--- src/rtl/bsc_pkg.sv ---
package bsc_pkg;

    localparam int SAMPLE_W = 10;
    localparam int DUTY_W   = 7;
    localparam int PROD_W   = SAMPLE_W + DUTY_W;

    localparam logic [DUTY_W-1:0]   START_LIMIT_RST = 7'd40;
    localparam logic [SAMPLE_W-1:0] SAMPLE_FULL     = 10'd1023;

    localparam logic [2:0] HALL_STEP1 = 3'd5;
    localparam logic [2:0] HALL_STEP2 = 3'd1;
    localparam logic [2:0] HALL_STEP3 = 3'd3;
    localparam logic [2:0] HALL_STEP4 = 3'd2;
    localparam logic [2:0] HALL_STEP5 = 3'd6;
    localparam logic [2:0] HALL_STEP6 = 3'd4;

    localparam logic [1:0] PHASE_NONE = 2'd0;
    localparam logic [1:0] PHASE_A    = 2'd1;
    localparam logic [1:0] PHASE_B    = 2'd2;
    localparam logic [1:0] PHASE_C    = 2'd3;

    localparam logic [2:0] LINE_NONE = 3'b000;
    localparam logic [2:0] LINE_A    = 3'b001;
    localparam logic [2:0] LINE_B    = 3'b010;
    localparam logic [2:0] LINE_C    = 3'b100;

    typedef struct packed {
        logic       armed;
        logic [1:0] pwm_phase;
        logic [2:0] levels;
    } t_state;

    typedef struct packed {
        logic [2:0]        shutdown;
        logic [1:0]        pwm_phase;
        logic [2:0]        levels;
        logic [DUTY_W-1:0] duty;
        logic              armed;
    } t_result;

endpackage

--- src/rtl/bsc_step.sv ---
module bsc_step (
    input  logic [2:0]                     i_hall,
    input  logic [bsc_pkg::SAMPLE_W-1:0]   i_sample,
    input  logic [bsc_pkg::DUTY_W-1:0]     i_start_limit,
    input  bsc_pkg::t_state                i_state,
    output bsc_pkg::t_result               o_result
);
    import bsc_pkg::*;

    logic [PROD_W-1:0]   w_prod;
    logic [DUTY_W-1:0]   w_q0;
    logic [SAMPLE_W:0]   w_rem;
    logic [DUTY_W-1:0]   w_duty;

    // Division by 1023 = 1024 - 1: the remainder after the shift stays below twice 1023.
    assign w_prod = {i_sample, {DUTY_W{1'b0}}} - {{DUTY_W{1'b0}}, i_sample};
    assign w_q0   = w_prod[PROD_W-1:SAMPLE_W];
    assign w_rem  = {1'b0, w_prod[SAMPLE_W-1:0]} + {{(SAMPLE_W+1-DUTY_W){1'b0}}, w_q0};
    assign w_duty = (w_rem >= {1'b0, SAMPLE_FULL}) ? w_q0 + 7'd1 : w_q0;

    always_comb begin
        o_result.shutdown  = LINE_NONE;
        o_result.pwm_phase = i_state.pwm_phase;
        o_result.levels    = i_state.levels;
        o_result.duty      = w_duty;
        o_result.armed     = i_state.armed;
        if (!i_state.armed) begin
            if (w_duty < i_start_limit) begin
                o_result.armed = 1'b1;
            end
        end else if (w_duty != '0) begin
            unique case (i_hall)
                HALL_STEP1: begin
                    o_result.shutdown  = LINE_A;
                    o_result.pwm_phase = PHASE_B;
                    o_result.levels    = LINE_B;
                end
                HALL_STEP2: begin
                    o_result.shutdown  = LINE_A;
                    o_result.pwm_phase = PHASE_C;
                    o_result.levels    = LINE_C;
                end
                HALL_STEP3: begin
                    o_result.shutdown  = LINE_B;
                    o_result.pwm_phase = PHASE_C;
                    o_result.levels    = LINE_C;
                end
                HALL_STEP4: begin
                    o_result.shutdown  = LINE_B;
                    o_result.pwm_phase = PHASE_A;
                    o_result.levels    = LINE_A;
                end
                HALL_STEP5: begin
                    o_result.shutdown  = LINE_C;
                    o_result.pwm_phase = PHASE_A;
                    o_result.levels    = LINE_A;
                end
                HALL_STEP6: begin
                    o_result.shutdown  = LINE_C;
                    o_result.pwm_phase = PHASE_B;
                    o_result.levels    = i_state.levels & LINE_B;
                end
                default: begin
                    o_result.shutdown  = LINE_NONE;
                end
            endcase
        end
    end

endmodule

--- src/rtl/bldc_six_step_commutator_top.sv ---
// Hall-sensored six-step commutator. Each transfer on the slave stream is one control
// tick and yields exactly one result transfer on the master stream, passing through the
// input register, a single decode pass and the result register; one tick is accepted
// every clock cycle unless a stalled result register holds back the input register. The
// duty is floor(throttle*127/1023). After reset the shutdown lines stay cleared until a
// tick with duty below start_limit arms the block; that tick itself does not commutate.
// Write start_limit only while no ticks are in flight.
module bldc_six_step_commutator_top (
    input  logic        i_clk,
    input  logic        i_rst_n,
    input  logic        i_cfg_we,
    input  logic [6:0]  i_cfg_wdata,
    input  logic        i_s_axis_tvalid,
    output logic        o_s_axis_tready,
    // Fields from bit 0: hall_bits[2:0], throttle_sample[12:3], zero fill[15:13].
    input  logic [15:0] i_s_axis_tdata,
    output logic        o_m_axis_tvalid,
    input  logic        i_m_axis_tready,
    // Fields from bit 0: shutdown_lines[2:0], pwm_phase[4:3], input_levels[7:5],
    // duty[14:8], armed[15].
    output logic [15:0] o_m_axis_tdata
);
    import bsc_pkg::*;

    logic [DUTY_W-1:0]   r_start_limit;
    logic                r_in_valid;
    logic [2:0]          r_in_hall;
    logic [SAMPLE_W-1:0] r_in_sample;
    logic                r_out_valid;
    t_result             r_out;
    t_state              r_state;
    t_result             w_result;
    logic                w_advance;

    assign w_advance       = r_in_valid && (!r_out_valid || i_m_axis_tready);
    assign o_s_axis_tready = !r_in_valid || w_advance;

    bsc_step u_step (
        .i_hall        (r_in_hall),
        .i_sample      (r_in_sample),
        .i_start_limit (r_start_limit),
        .i_state       (r_state),
        .o_result      (w_result)
    );

    always_ff @(posedge i_clk) begin
        if (!i_rst_n) begin
            r_start_limit <= START_LIMIT_RST;
            r_in_valid    <= 1'b0;
            r_out_valid   <= 1'b0;
            r_state       <= '0;
        end else begin
            if (i_cfg_we) begin
                r_start_limit <= i_cfg_wdata;
            end
            if (o_s_axis_tready) begin
                r_in_valid <= i_s_axis_tvalid;
            end
            if (w_advance) begin
                r_out_valid       <= 1'b1;
                r_state.armed     <= w_result.armed;
                r_state.pwm_phase <= w_result.pwm_phase;
                r_state.levels    <= w_result.levels;
            end else if (i_m_axis_tready) begin
                r_out_valid <= 1'b0;
            end
        end
    end

    always_ff @(posedge i_clk) begin
        if (o_s_axis_tready && i_s_axis_tvalid) begin
            r_in_hall   <= i_s_axis_tdata[2:0];
            r_in_sample <= i_s_axis_tdata[12:3];
        end
        if (w_advance) begin
            r_out <= w_result;
        end
    end

    assign o_m_axis_tvalid = r_out_valid;
    assign o_m_axis_tdata  = {r_out.armed, r_out.duty, r_out.levels,
                              r_out.pwm_phase, r_out.shutdown};

    a_armed_sticky: assert property (@(posedge i_clk) disable iff (!i_rst_n)
        r_state.armed |=> r_state.armed)
        else $error("armed flag dropped without reset");

    a_unarmed_off: assert property (@(posedge i_clk) disable iff (!i_rst_n)
        (r_out_valid && !r_out.armed) |-> (r_out.shutdown == LINE_NONE))
        else $error("shutdown line driven while unarmed");

    a_one_line: assert property (@(posedge i_clk) disable iff (!i_rst_n)
        r_out_valid |-> $onehot0(r_out.shutdown))
        else $error("more than one shutdown line driven");

    a_stall_holds_input: assert property (@(posedge i_clk) disable iff (!i_rst_n)
        (r_in_valid && r_out_valid && !i_m_axis_tready)
            |=> (r_in_valid && $stable(r_in_hall) && $stable(r_in_sample)))
        else $error("pending tick lost during output stall");

    a_state_matches_out: assert property (@(posedge i_clk) disable iff (!i_rst_n)
        w_advance |=> (r_out.armed == r_state.armed && r_out.levels == r_state.levels))
        else $error("held state differs from reported result");

endmodule

--- config.mk ---
export PLATFORM = sky130hd
export DESIGN_NAME = bldc_six_step_commutator_top
export DESIGN_NICKNAME = d
export VERILOG_FILES = /design/src/rtl/bsc_pkg.sv /design/src/rtl/bsc_step.sv /design/src/rtl/bldc_six_step_commutator_top.sv
export SDC_FILE = /design/constraint.sdc
export NUM_CORES = 1
export LEC_CHECK = 0
export BUFFER_PORTS_ARGS = -buffer_cell sky130_fd_sc_hd__buf_2
export CAP_MARGIN = 30
export CELL_PAD_IN_SITES_DETAIL_PLACEMENT = 0
export CELL_PAD_IN_SITES_GLOBAL_PLACEMENT = 1
export CORE_ASPECT_RATIO = 1.75
export CORE_MARGIN = 2
export CORE_UTILIZATION = 40
export CTS_CLUSTER_DIAMETER = 50
export DETAILED_ROUTE_END_ITERATION = 10
export GPL_ROUTABILITY_DRIVEN = 0
export PLACE_DENSITY_LB_ADDON = 0.1
export SETUP_SLACK_MARGIN = 0.5
export SLEW_MARGIN = 30
export SYNTH_ARGS = -nofsm -noshare
export SYNTH_HDL_FRONTEND = slang
export SYNTH_HIERARCHICAL = 1
export SYNTH_SLANG_ARGS = --single-unit
--- constraint.sdc ---
create_clock -name i_clk -period 5.2 [get_ports i_clk]
set_input_delay 0.52 -clock i_clk [delete_from_list [all_inputs] [get_ports i_clk]]
set_output_delay 0.52 -clock i_clk [all_outputs]
set_load 0.05 [all_outputs]
==> summary.md, run 1 <==
| Metric | Value |
|---|---|
| Avg Cell Area, Syn | `9.68 um2` |
| Clock slew seen by the registers of the worst setup and hold paths | `60 ps` |
| Chip height | `121 um` |
| Critical path buffers and inverters | `2` |
| Effective utilization at floorplan | `41.4%` |
| Final Hold Viols | `0` |
| Final slew viol count | `0` |
| Vias/cell | `5.30` |
| Count of buffers from port buffering | `42` |
| Hold-fix buffers, CTS | `0` |
| RSZ-0062 raised after global routing | `yes` |
| Number of flops mapped to enable cells by yosys | `29` |
| Wire length per cell after detailed routing | `15.7 um` |
| Async set-or-reset flop fraction in the synthesized netlist | `0%` |
| Cells traversed along the worst timing path | `inv_2 > ha_4 > a21o_4 > a2111oi_4 > mux2i_1 > inv_1 > ha_4 > nor2b_4 > o21a_1 > o21a_1 > o211ai_1 > or3b_4 > nor4b_4 > nand4bb_1 > a21oi_2 > xnor2_2 > ha_1 > a21o_1 > a21oi_2 > o211ai_1 > o211ai_1 > nand2_1 > mux2i_1` |
| Largest cells by area after synthesis | `sky130_fd_sc_hd__edfxtp_1, sky130_fd_sc_hd__dfxtp_1, sky130_fd_sc_hd__ha_1, sky130_fd_sc_hd__xnor2_1, sky130_fd_sc_hd__mux2i_1` |
| Reported max-cap violation count | `0` |
| Maximum number of pins on one net before global-route repair | `22` |
| Critical-path maximum fanout | `4` |
| Number of vias after detailed routing | `2737` |
| Most used flip-flop cell after synthesis | `sky130_fd_sc_hd__edfxtp_1` |
| TritonCTS clock tree | `yes` |
| Via count of the first global-routing pass | `2751` |
| CP delay by family, top | `compound AO/OA/AOI/OAI gates` |
| Final non-filler cell total | `516` |
| Total placed cells including tap cells | `493` |
| Die Outline Area | `8640 um2` |
| Post-synth top area cell | `sky130_fd_sc_hd__edfxtp_1` |
| Number of I/O pins | `46` |
| Core outline area | `7620 um2` |
| Fraction of layout instances using a drive strength above 1 | `38.1%` |
| Post-layout util | `55.9%` |
| Min Clock Period, post-route | `5210 ps` |
| Number of antenna cells inserted | `0` |
| Mapped Area | `3150 um2` |
| Number of routed nets with antenna violations | `0` |
| Number of antenna violations at the first check in global routing | `0` |
| Clock root buffer | `sky130_fd_sc_hd__clkbuf_16` |
| Half-perimeter wire length of the detailed placement result | `6240 um` |
| Global-route usage over all layers | `19.4%` |
| Wirelength, routed | `8080 um` |
| Net total in the final layout | `473` |
| Violation count after the first detailed-route iteration | `91` |
| Failing checks | `setup timing` |
| Overall Power | `1.10 mW` |
| Area grow syn2layout | `35.0%` |
| Hold crit path type | `primary input to flip-flop` |
| CTS Buf Count | `5` |
| Worst skew pair latency | `290 ps` |
| Setup_tns | `-14.2 ps` |
| Length of the first detailed-routing pass in iterations | `4` |
| Critical path required time | `5420 ps` |
| Sequential share of the synthesized area | `37.1%` |
| Setup slack after placement | `-99.2 ps` |
| Filler Cells Inserted | `705` |
| Power density relative to cell area | `259 nW/um2` |
| Final period utilization | `100%` |
| Nature of the critical path endpoint | `flip-flop` |
| Crit Path Class | `flip-flop to flip-flop` |
| Slew HR | `52.7%` |
| IR Drop Worst-Case VDD | `0.000251 V` |
| CP peak stage delay | `410 ps` |
| Bufs on Longest Clock Path | `2` |
| Sort of element at the start of the critical path | `flip-flop` |
| Drt drc | `0` |
| Leak pwr | `1.81 nW` |
| Worst Tran Pin Value | `709 ps` |
| Final setup vio count | `1` |
| Highest attainable clock frequency | `192 MHz` |
| Post-synth top area share | `27.6%` |
| Yosys cell types | `63` |
| Critical path's most frequent cell | `sky130_fd_sc_hd__o211ai_1` |
| Htree depth | `2` |
| Num Clock Sinks | `44` |
| Global-route wire length before repair | `13000 um` |
| Number of cell rows | `42` |
| Warnings from Yosys | `6` |
| Run status | `complete, but fails checks` |
| Number of instances in the synthesized netlist | `326` |
| Mapped Nets | `372` |
| Register bit count reported by yosys | `44` |
| Width of the die | `71.1 um` |
| Setup WS post-layout | `-14.2 ps` |
| Data arrival time of the critical path | `5430 ps` |
| Global route overflow | `0` |
| Highest-delay cell along the critical path | `sky130_fd_sc_hd__edfxtp_1` |
| Worst clock skew | `3.19 ps` |
final cells by class:
cell class / count / area (um2) / area share [%]
multi-input combinational: 241 / 1980 / 46.6
sequential: 44 / 1170 / 27.5
timing repair buffer: 109 / 732 / 17.2
clock buffer: 5 / 125 / 2.94
tap: 88 / 110 / 2.59
inverter: 26 / 100 / 2.35
clock inverter: 3 / 37.5 / 0.881
power breakdown:
part	switching, mW	internal [mW]	total (mW)
logic	0.188	0.163	0.351
clock network	0.124	0.223	0.347
registers	0.0113	0.395	0.407
layout by cell type, fill, tap and decap left out, types with 3 or more instances in the layout:
| cell type | n |
|---|---|
| sky130_fd_sc_hd__a211oi_1 | 4 |
| sky130_fd_sc_hd__a21o_1 | 3 |
| sky130_fd_sc_hd__a21oi_1 | 11 |
| sky130_fd_sc_hd__a221o_1 | 3 |
| sky130_fd_sc_hd__a31oi_1 | 5 |
| sky130_fd_sc_hd__and2_1 | 4 |
| sky130_fd_sc_hd__and3_1 | 3 |
| sky130_fd_sc_hd__buf_2 | 42 |
| sky130_fd_sc_hd__buf_4 | 62 |
| sky130_fd_sc_hd__buf_6 | 5 |
| sky130_fd_sc_hd__clkbuf_16 | 5 |
| sky130_fd_sc_hd__dfxtp_1 | 15 |
| sky130_fd_sc_hd__edfxtp_1 | 29 |
| sky130_fd_sc_hd__ha_1 | 13 |
| sky130_fd_sc_hd__ha_4 | 3 |
| sky130_fd_sc_hd__inv_1 | 22 |
| sky130_fd_sc_hd__inv_2 | 3 |
| sky130_fd_sc_hd__mux2i_1 | 15 |
| sky130_fd_sc_hd__nand2_1 | 33 |
| sky130_fd_sc_hd__nand3_1 | 8 |
| sky130_fd_sc_hd__nor2_1 | 12 |
| sky130_fd_sc_hd__nor2b_1 | 11 |
| sky130_fd_sc_hd__nor3_1 | 8 |
| sky130_fd_sc_hd__nor3b_1 | 4 |
| sky130_fd_sc_hd__o211ai_1 | 4 |
| sky130_fd_sc_hd__o21a_1 | 3 |
| sky130_fd_sc_hd__o21ai_0 | 6 |
| sky130_fd_sc_hd__o21ai_1 | 3 |
| sky130_fd_sc_hd__o21ai_2 | 4 |
| sky130_fd_sc_hd__or3_1 | 3 |
| sky130_fd_sc_hd__xnor2_1 | 17 |
| sky130_fd_sc_hd__xnor3_1 | 3 |
worst reg2reg max path, stage by stage (launching register included):
cell                        delay, ps
sky130_fd_sc_hd__edfxtp_1         410
sky130_fd_sc_hd__inv_2            100
sky130_fd_sc_hd__ha_4             210
sky130_fd_sc_hd__a21o_4           240
sky130_fd_sc_hd__a2111oi_4        370
sky130_fd_sc_hd__mux2i_1          310
sky130_fd_sc_hd__inv_1            120
sky130_fd_sc_hd__ha_4             240
sky130_fd_sc_hd__nor2b_4          130
sky130_fd_sc_hd__o21a_1           210
sky130_fd_sc_hd__o21a_1           200
sky130_fd_sc_hd__o211ai_1         140
sky130_fd_sc_hd__or3b_4           400
sky130_fd_sc_hd__nor4b_4          280
sky130_fd_sc_hd__nand4bb_1        230
sky130_fd_sc_hd__a21oi_2          270
sky130_fd_sc_hd__xnor2_2          150
sky130_fd_sc_hd__ha_1             270
sky130_fd_sc_hd__a21o_1           170
sky130_fd_sc_hd__a21oi_2          160
sky130_fd_sc_hd__o211ai_1         110
sky130_fd_sc_hd__o211ai_1         230
sky130_fd_sc_hd__nand2_1           80
sky130_fd_sc_hd__mux2i_1          140
per-layer routing:
layer  vias up  global-route usage [%]  share of wire, %
met4         0                    9.08               2.8
met3        15                    2.41               2.2
met2        44                    37.9                57
met1      1298                    19.8                38
met5         -                       0                 0
li1       1380                       -                 -
worst paths after layout:
| check | startpoint | endpoint | slack (ps) | depth (start not counted) |
|---|---|---|---|---|
| min | i_s_axis_tdata[0] | r_in_hall[0]$_DFFE_PP_ | 410 | 1 |
| max reg2reg | r_in_sample[8]$_DFFE_PP_ | r_state[5]$_SDFFE_PN0P_ | -10 | 23 |
| min reg2reg | r_state[5]$_SDFFE_PN0P_ | r_state[5]$_SDFFE_PN0P_ | 460 | 2 |
| max | r_in_sample[8]$_DFFE_PP_ | r_state[5]$_SDFFE_PN0P_ | -10 | 23 |
repair_timing:
item / CTS / global route
endpoints found under the setup margin: 13 / 17
setup buffers: 10 / 5
resized for setup: 22 / 13
pin swaps: 12 / 22
Yosys cell counts (2+ instances only):
cell / number
sky130_fd_sc_hd__a31oi_1: 5
sky130_fd_sc_hd__nand4bb_1: 2
sky130_fd_sc_hd__nor2b_1: 12
sky130_fd_sc_hd__and3_1: 3
sky130_fd_sc_hd__a311oi_1: 3
sky130_fd_sc_hd__a31o_2: 2
sky130_fd_sc_hd__or2_2: 2
sky130_fd_sc_hd__or3_1: 3
sky130_fd_sc_hd__ha_1: 17
sky130_fd_sc_hd__a21oi_1: 14
sky130_fd_sc_hd__xnor3_1: 3
sky130_fd_sc_hd__nand3_1: 8
sky130_fd_sc_hd__a221o_1: 3
sky130_fd_sc_hd__a211oi_1: 5
sky130_fd_sc_hd__o22ai_1: 4
sky130_fd_sc_hd__nand2b_1: 2
sky130_fd_sc_hd__nand4_1: 2
sky130_fd_sc_hd__mux2i_1: 15
sky130_fd_sc_hd__nor3b_1: 4
sky130_fd_sc_hd__and3b_1: 2
sky130_fd_sc_hd__xnor2_1: 19
sky130_fd_sc_hd__and2_1: 4
sky130_fd_sc_hd__o21ai_0: 12
sky130_fd_sc_hd__o211ai_1: 4
sky130_fd_sc_hd__a211o_1: 2
sky130_fd_sc_hd__clkbuf_1: 7
sky130_fd_sc_hd__nor3_1: 8
sky130_fd_sc_hd__dfxtp_1: 15
sky130_fd_sc_hd__mux2_2: 3
sky130_fd_sc_hd__o21a_1: 3
sky130_fd_sc_hd__nand2_1: 34
sky130_fd_sc_hd__buf_6: 4
sky130_fd_sc_hd__inv_1: 26
sky130_fd_sc_hd__nor2_1: 12
sky130_fd_sc_hd__a21o_1: 4
sky130_fd_sc_hd__edfxtp_1: 29
sky130_fd_sc_hd__buf_2: 3
flip-flops by register name (all words and copies together), names as in the netlist:
register and cells:
r_in_sample 10, r_in_hall 3, o_m_axis_tdata 16, r_state 6, r_start_limit 7, o_m_axis_tvalid 1
r_in_valid 1
metrics by stage:
| step | hold slack (ps) | area, um2 |
|---|---|---|
| 2_1_floorplan | 435 | 3220 |
| 3_3_place_gp | 445 | 3820 |
| 3_5_place_dp | 457 | 3820 |
| 4_1_cts | 399 | 4160 |
| 5_1_grt | 400 | 4260 |
| 6_report | 406 | 4260 |
kinds of logic after synthesis:
group | Yosys count | synth area share [%]
buf+inv | 41 | 6.07
flops | 44 | 37.1
xor+xnor | 23 | 7.70
mux | 18 | 5.83
simple gates | 112 | 20.3
fa+ha+maj | 18 | 7.38
compound gates | 70 | 15.6
No activity file was read; power rests on OpenSTA's default activity.
==> run 2, diff against run 1 <==
--- a/config.mk
+++ b/config.mk
@@ -15,10 +15,9 @@
 export CTS_CLUSTER_DIAMETER = 50
 export DETAILED_ROUTE_END_ITERATION = 10
 export GPL_ROUTABILITY_DRIVEN = 0
-export PLACE_DENSITY_LB_ADDON = 0.1
+export PLACE_DENSITY = 0.79
 export SETUP_SLACK_MARGIN = 0.5
 export SLEW_MARGIN = 30
 export SYNTH_ARGS = -nofsm -noshare
 export SYNTH_HDL_FRONTEND = slang
-export SYNTH_HIERARCHICAL = 1
 export SYNTH_SLANG_ARGS = --single-unit
==> run 2 against run 1 <==
Compared with the run above: the run now ends clean; clock skew increased by 1.6 ps; first-iteration DRC count shrank 6.6%; via count decreased by 4.6%; synthesized cell count decreased by 9.8%; worst setup slack better by 70 ps; flip-flop and latch count unchanged; critical endpoint is now o_m_axis_tdata[15]$_DFFE_PP_; highest routed layer unchanged.
==> summary.md, run 2 <==
| Metric | Value |
|---|---|
| Setup slack after placement | `18.0 ps` |
| Reg-to-reg slack, setup | `60 ps` |
| CP delay by family, top | `adder cells` |
| Crit Path Class | `flip-flop to flip-flop` |
| Count of buffers from port buffering | `42` |
| Die Outline Area | `8050 um2` |
| Min Clock Period, post-route | `5140 ps` |
| Internal cell power | `734 uW` |
| Fraction of synthesized cell area in xor and xnor cells | `9.31%` |
| Warnings from Yosys | `0` |
| Critical register-to-register path startpoint | `r_in_sample[0]$_DFFE_PP_` |
| Via count of the first global-routing pass | `2707` |
| Bufs on Longest Clock Path | `2` |
| Wire length per cell after detailed routing | `15.4 um` |
| Wirelength, routed | `7470 um` |
| Global route overflow | `0` |
| Final non-filler cell total | `485` |
| Clock network power share | `28.3%` |
| Number of antenna violations at the first check in global routing | `0` |
| Run status | `completed` |
| Critical path buffers and inverters | `4` |
| Number of cell rows | `41` |
| Async set-or-reset flop fraction in the synthesized netlist | `0%` |
| Width of the die | `68.7 um` |
| Nature of the critical path endpoint | `flip-flop` |
| Slew HR | `56.8%` |
| Final Hold Viols | `0` |
| Compound-cell area share of the yosys netlist | `17.5%` |
| Number of flops mapped to enable cells by yosys | `29` |
| Number of I/O pins | `46` |
| Most used cells in the layout excluding fill and tap cells | `sky130_fd_sc_hd__buf_4, sky130_fd_sc_hd__buf_2, sky130_fd_sc_hd__edfxtp_1, sky130_fd_sc_hd__inv_1, sky130_fd_sc_hd__nor2_1` |
| Avg Cell Area, Syn | `9.97 um2` |
| Min-Delay Startpoint | `i_s_axis_tdata[2]` |
| Number of flip-flops in the largest register | `16` |
| Violation count after the first detailed-route iteration | `85` |
| Core outline area | `7180 um2` |
| Clock slew seen by the registers of the worst setup and hold paths | `60 ps` |
| Most common cell after layout, fill and taps aside | `sky130_fd_sc_hd__buf_4` |
| Htree depth | `2` |
| Net Switching | `319 uW` |
| Half-perimeter wire length of the detailed placement result | `5610 um` |
| Most repeated cell in the gate-level netlist after synthesis | `sky130_fd_sc_hd__edfxtp_1` |
| Power density relative to cell area | `252 nW/um2` |
| Number of cells on the worst reg-to-reg path | `25` |
| Effective utilization at floorplan | `40.8%` |
| Sort of element at the start of the critical path | `flip-flop` |
| Data arrival time of the critical path | `5170 ps` |
| Chip height | `117 um` |
| Hold-fix buffers, CTS | `0` |
| Main combinational cell family by area after synthesis | `compound AO/OA/AOI/OAI gates` |
| Final period utilization | `98.9%` |
| Leading post-synthesis cells by instance count | `sky130_fd_sc_hd__edfxtp_1, sky130_fd_sc_hd__inv_1, sky130_fd_sc_hd__xnor2_1, sky130_fd_sc_hd__nor2_1, sky130_fd_sc_hd__ha_1` |
| Clock root buffer | `sky130_fd_sc_hd__clkbuf_16` |
| Worst clock skew | `4.77 ps` |
| Number of antenna cells inserted | `0` |
| Drt drc | `0` |
| Largest cells by area after synthesis | `sky130_fd_sc_hd__edfxtp_1, sky130_fd_sc_hd__dfxtp_1, sky130_fd_sc_hd__ha_1, sky130_fd_sc_hd__xnor2_1, sky130_fd_sc_hd__inv_1` |
| Comb power frac | `33.0%` |
| Num Clock Sinks | `44` |
| Global-route usage over all layers | `20.3%` |
| Startpoint of the most critical setup path | `r_in_sample[0]$_DFFE_PP_` |
| IR Drop Worst-Case VDD | `0.000205 V` |
| Setup WS post-layout | `56.2 ps` |
| Share of total power in sequential cells | `38.6%` |
| Filler Cells Inserted | `657` |
| Number of vias after detailed routing | `2610` |
| Register bit count reported by yosys | `44` |
| Vias/cell | `5.38` |
| Reported max-cap violation count | `0` |
| Mapped Area | `2930 um2` |
| Length of the first detailed-routing pass in iterations | `4` |
| Cell depth of the worst setup path | `25` |
| Maximum number of pins on one net before global-route repair | `25` |
| Number of instances in the synthesized netlist | `294` |
| Net total in the final layout | `445` |
| RSZ-0062 raised after global routing | `yes` |
| Worst skew pair latency | `280 ps` |
| Global-route wire length before repair | `12200 um` |
| Post-synth top area cell | `sky130_fd_sc_hd__edfxtp_1` |
| Switching Share | `30.3%` |
| Critical-path maximum fanout | `4` |
| Fraction of the mapped netlist area in simple logic gates | `16.8%` |
| Hold crit path type | `primary input to flip-flop` |
| Leak pwr | `1.73 nW` |
| Area grow syn2layout | `42.6%` |
| Fraction of layout instances using a drive strength above 1 | `42.9%` |
| Final slew viol count | `0` |
| Most used flip-flop cell after synthesis | `sky130_fd_sc_hd__edfxtp_1` |
| Worst Tran Pin Value | `646 ps` |
| Final setup vio count | `0` |
| Multiplexer share of the synthesized area | `2.05%` |
| Post-Synth Adder-Cell Area | `9.09%` |
| Sequential share of the synthesized area | `40.0%` |
| Mapped Nets | `341` |
| Highest attainable clock frequency | `194 MHz` |
| Total placed cells including tap cells | `452` |
| TritonCTS clock tree | `yes` |
| Critical path required time | `5230 ps` |
| Yosys cell types | `64` |
| Highest-delay cell along the critical path | `sky130_fd_sc_hd__fa_1` |
| Worst hold path stage count | `1` |
| Number of routed nets with antenna violations | `0` |
| CTS Buf Count | `5` |
| Post-synth top area share | `29.7%` |
| CP peak stage delay | `480 ps` |
-- run 2: cells by family after synthesis --
kind of cell / count (synthesis)
AO/OA/AOI/OAI: 69
XOR/XNOR: 28
adder cells (fa/ha/maj): 21
buffers and inverters: 38
flip-flops: 44
multiplexers: 6
AND/OR/NAND/NOR: 88
-- run 2: worst reg2reg max path, stage by stage, from the launching register on --
cell                       delay, ps
sky130_fd_sc_hd__edfxtp_1        450
sky130_fd_sc_hd__buf_6           160
sky130_fd_sc_hd__ha_4            280
sky130_fd_sc_hd__nand4b_1        210
sky130_fd_sc_hd__nor3_4          270
sky130_fd_sc_hd__buf_4           150
sky130_fd_sc_hd__nor4_4           40
sky130_fd_sc_hd__xnor2_2         210
sky130_fd_sc_hd__inv_2            80
sky130_fd_sc_hd__buf_6           120
sky130_fd_sc_hd__fa_1            480
sky130_fd_sc_hd__nand2_1          70
sky130_fd_sc_hd__a21oi_2         100
sky130_fd_sc_hd__nand4_1         100
sky130_fd_sc_hd__a211oi_2        230
sky130_fd_sc_hd__o31ai_2         120
sky130_fd_sc_hd__maj3_2          360
sky130_fd_sc_hd__nor2_4          150
sky130_fd_sc_hd__nand4_1         150
sky130_fd_sc_hd__nor3_2          220
sky130_fd_sc_hd__xnor2_1         120
sky130_fd_sc_hd__ha_1            340
sky130_fd_sc_hd__nand3_2         100
sky130_fd_sc_hd__o21ai_1         160
sky130_fd_sc_hd__o21a_1          160
sky130_fd_sc_hd__o21bai_1         70
-- run 2: final cells by class --
type	instances	area (um2)	share of cell area, %
Multi-Input combinational cell	212	1920	46.0
Sequential cell	44	1170	28.0
Timing Repair Buffer	108	741	17.7
Clock buffer	7	133	3.17
Tap cell	86	108	2.57
Inverter	27	101	2.43
Clock inverter	1	3.75	0.0898
-- run 2: through the flow --
stage	total power [mW]	setup TNS, ps	instance area (um2)	hold WS, ps	utilization, %
6_report	1.05	0	4180	409	58.2
5_1_grt	1.10	-655	4180	408	58.2
4_1_cts	1.04	0	4050	407	56.4
3_5_place_dp	0.701	0	3620	463	50.5
3_3_place_gp	0.694	0	3620	461	50.4
2_1_floorplan	0.607	0	3050	436	-
-- run 2: power by group through the flow --
stage	registers (mW)	logic [mW]	clock network [mW]
final	0.407	0.348	0.299
after detailed placement	0.414	0.287	0
after CTS	0.407	0.330	0.302
after global routing	0.409	0.379	0.317
after global placement	0.414	0.280	0
after floorplan	0.434	0.173	0
-- run 2: routing by layer --
| metal | global-route usage [%] | vias up | routed length (um) |
|---|---|---|---|
| li1 | - | 1291 | - |
| met1 | 19.6 | 1258 | 2630 |
| met2 | 39.9 | 39 | 4450 |
| met3 | 2.29 | 22 | 113 |
| met4 | 10.5 | 0 | 272 |
| met5 | 0 | - | 0 |
-- run 2: worst paths after layout --
path,to
worst max-delay path,o_m_axis_tdata[15]$_DFFE_PP_
worst min-delay path,r_in_hall[2]$_DFFE_PP_
worst max register to register,o_m_axis_tdata[15]$_DFFE_PP_
worst min register to register,r_state[5]$_SDFFE_PN0P_
-- run 2: what timing repair did --
item                                   4_1_cts  5_1_grt
setup endpoints to repair                   16       16
cloned                                       0        0
buffers inserted                            19        6
gates resized for setup                     27       20
endpoints found under the hold margin        0        0
pin swaps                                   37       34
==> run 3, diff against run 2 <==
--- a/config.mk
+++ b/config.mk
@@ -5,6 +5,7 @@
 export SDC_FILE = /design/constraint.sdc
 export NUM_CORES = 1
 export LEC_CHECK = 0
+export ABC_CLOCK_PERIOD_IN_PS = 5200
 export BUFFER_PORTS_ARGS = -buffer_cell sky130_fd_sc_hd__buf_2
 export CAP_MARGIN = 30
 export CELL_PAD_IN_SITES_DETAIL_PLACEMENT = 0
==> constraint.sdc (replaced) <==
create_clock -name i_clk -period 5.2 [get_ports i_clk]
set_input_delay 0.78 -clock i_clk [delete_from_list [all_inputs] [get_ports i_clk]]
set_output_delay 0.78 -clock i_clk [all_outputs]
set_load 0.05 [all_outputs]
==> run 3 against run 2 <==
Compared with the run above: flip-flop and latch count unchanged; clock skew shrank 1.1 ps; clock-buffer cell count shrank 2; sequential share of layout area fell by 1.8 points; final area grew 6.8%; critical path type unchanged; largest cell class unchanged; largest power group unchanged.
==> summary.md, run 3 (same netlist as run 2, synthesis figures left out) <==
| Metric | Value |
|---|---|
| RSZ-0062 raised after global routing | `yes` |
| Data arrival time of the critical path | `5220 ps` |
| Number of cell rows | `41` |
| Final non-filler cell total | `512` |
| Half-perimeter wire length of the detailed placement result | `5570 um` |
| CP peak stage delay | `440 ps` |
| Reported max-cap violation count | `0` |
| Internal cell power | `806 uW` |
| Number of routed nets with antenna violations | `0` |
| Slew HR | `57.4%` |
| Chip height | `117 um` |
| Global-route usage over all layers | `21.6%` |
| Number of antenna violations at the first check in global routing | `0` |
| Core outline area | `7180 um2` |
| Most used cells in the layout excluding fill and tap cells | `sky130_fd_sc_hd__buf_4, sky130_fd_sc_hd__buf_2, sky130_fd_sc_hd__edfxtp_1, sky130_fd_sc_hd__inv_1, sky130_fd_sc_hd__nor2_1` |
| Die Outline Area | `8050 um2` |
| Final period utilization | `99.6%` |
| Critical-path maximum fanout | `4` |
| Comb power frac | `33.4%` |
| Worst clock skew | `3.71 ps` |
| Critical path's most frequent cell | `sky130_fd_sc_hd__buf_4` |
| Via count of the first global-routing pass | `2794` |
| Hold-fix buffers, CTS | `0` |
| Number of vias after detailed routing | `2719` |
| Min Clock Period, post-route | `5180 ps` |
| Effective utilization at floorplan | `40.8%` |
| CTS Buf Count | `5` |
| Highest attainable clock frequency | `193 MHz` |
| Final slew viol count | `0` |
| Htree depth | `2` |
| Drt drc | `0` |
| Bufs on Longest Clock Path | `2` |
| Setup_tns | `0 ps` |
| Fraction of layout instances using a drive strength above 1 | `48.4%` |
| Worst Tran Pin Value | `638 ps` |
| Hold crit path type | `flip-flop to flip-flop` |
| Net total in the final layout | `472` |
| Clock slew seen by the registers of the worst setup and hold paths | `60 ps` |
| Number of flip-flops in the largest register | `16` |
| Global route overflow | `0` |
| Net Switching | `337 uW` |
| Critical path required time | `5240 ps` |
| Number of I/O pins | `46` |
| Leak pwr | `1.87 nW` |
| Clock root buffer | `sky130_fd_sc_hd__clkbuf_16` |
| IR Drop Worst-Case VDD | `0.000457 V` |
| Clock network power share | `31.0%` |
| Wire length per cell after detailed routing | `15.7 um` |
| Wirelength, routed | `8010 um` |
| Violation count after the first detailed-route iteration | `91` |
| Nature of the critical path endpoint | `flip-flop` |
| Length of the first detailed-routing pass in iterations | `5` |
| Final setup vio count | `0` |
| Maximum number of pins on one net before global-route repair | `25` |
| Highest-delay cell along the critical path | `sky130_fd_sc_hd__edfxtp_1` |
| Vias/cell | `5.31` |
| Number of antenna cells inserted | `0` |
| Width of the die | `68.7 um` |
| Final Hold Viols | `0` |
| Power density relative to cell area | `256 nW/um2` |
| Count of buffers from port buffering | `42` |
| Sort of element at the start of the critical path | `flip-flop` |
| Area grow syn2layout | `52.3%` |
| Total placed cells including tap cells | `456` |
| Run status | `completed` |
| Crit Path Class | `flip-flop to flip-flop` |
| Switching Share | `29.5%` |
| Most common cell after layout, fill and taps aside | `sky130_fd_sc_hd__buf_4` |
| Share of total power in sequential cells | `35.7%` |
| Num Clock Sinks | `44` |
| Worst skew pair latency | `290 ps` |
| TritonCTS clock tree | `yes` |
| Global-route wire length before repair | `12900 um` |
run 3: cell count changes in the layout (fill, tap and decap cells not counted), sizes merged:
| cell | delta |
|---|---|
| buf | +27 |
| clkbuf | -2 |
| bufinv | +1 |
| clkinv | +1 |
run 3: power groups by stage:
stage          Clock [mW]  Combinational [mW]  Sequential (mW)
2_1_floorplan           0               0.173            0.434
3_3_place_gp            0               0.283            0.414
3_5_place_dp            0               0.289            0.414
4_1_cts             0.360               0.353            0.408
5_1_grt             0.373               0.412            0.410
6_report            0.354               0.382            0.408
run 3: layer usage:
| layer | wire length (um) | global-route usage (%) | vias to the layer above |
|---|---|---|---|
| li1 | - | - | 1339 |
| met1 | 2790 | 21.7 | 1292 |
| met2 | 4730 | 40.5 | 68 |
| met3 | 200 | 2.49 | 20 |
| met4 | 296 | 13.2 | 0 |
| met5 | 0 | 0 | - |
run 3: cell type report:
type / count / area [um2]
clock inverter: 3 / 42.5
sequential: 44 / 1170
clock buffer: 5 / 125
inverter: 27 / 101
multi-input combinational: 212 / 1960
tap: 86 / 108
fill: 580 / 2720
timing repair buffer: 135 / 951
run 3: worst paths after layout:
kind	slack, ps	to	start	cells after the start
worst max-delay path	20	o_m_axis_tdata[15]$_DFFE_PP_	r_in_sample[1]$_DFFE_PP_	26
worst max register to register	20	o_m_axis_tdata[15]$_DFFE_PP_	r_in_sample[1]$_DFFE_PP_	26
worst min-delay path	480	r_state[5]$_SDFFE_PN0P_	r_state[5]$_SDFFE_PN0P_	2
worst min register to register	480	r_state[5]$_SDFFE_PN0P_	r_state[5]$_SDFFE_PN0P_	2
run 3: stage by stage:
step	instance area, um2	total power [mW]	util [%]	hold WS (ps)	setup slack [ps]
6_report	4460	1.14	62.1	478	18.2
5_1_grt	4460	1.19	62.1	513	-277
4_1_cts	4280	1.12	59.6	469	178
3_5_place_dp	3650	0.703	50.9	459	53.0
3_3_place_gp	3650	0.697	50.8	462	36.2
2_1_floorplan	3050	0.607	-	436	347
run 3: critical path, delay by kind of cell (launching register included):
family	cells	cell delay (ps)
adders and majority gates	3	960
DFF	1	440
and+or+nand+nor	9	1610
xor gates and xnor gates	2	320
AOI/OAI and AO/OA	8	1030
buffers and inverters	4	560
run 3: timing repair:
item / CTS / global route
pin swaps: 38 / 21
resized for setup: 43 / 16
setup buffers: 35 / 13
setup endpoints to repair: 15 / 17
endpoints found under the hold margin: 0 / 0
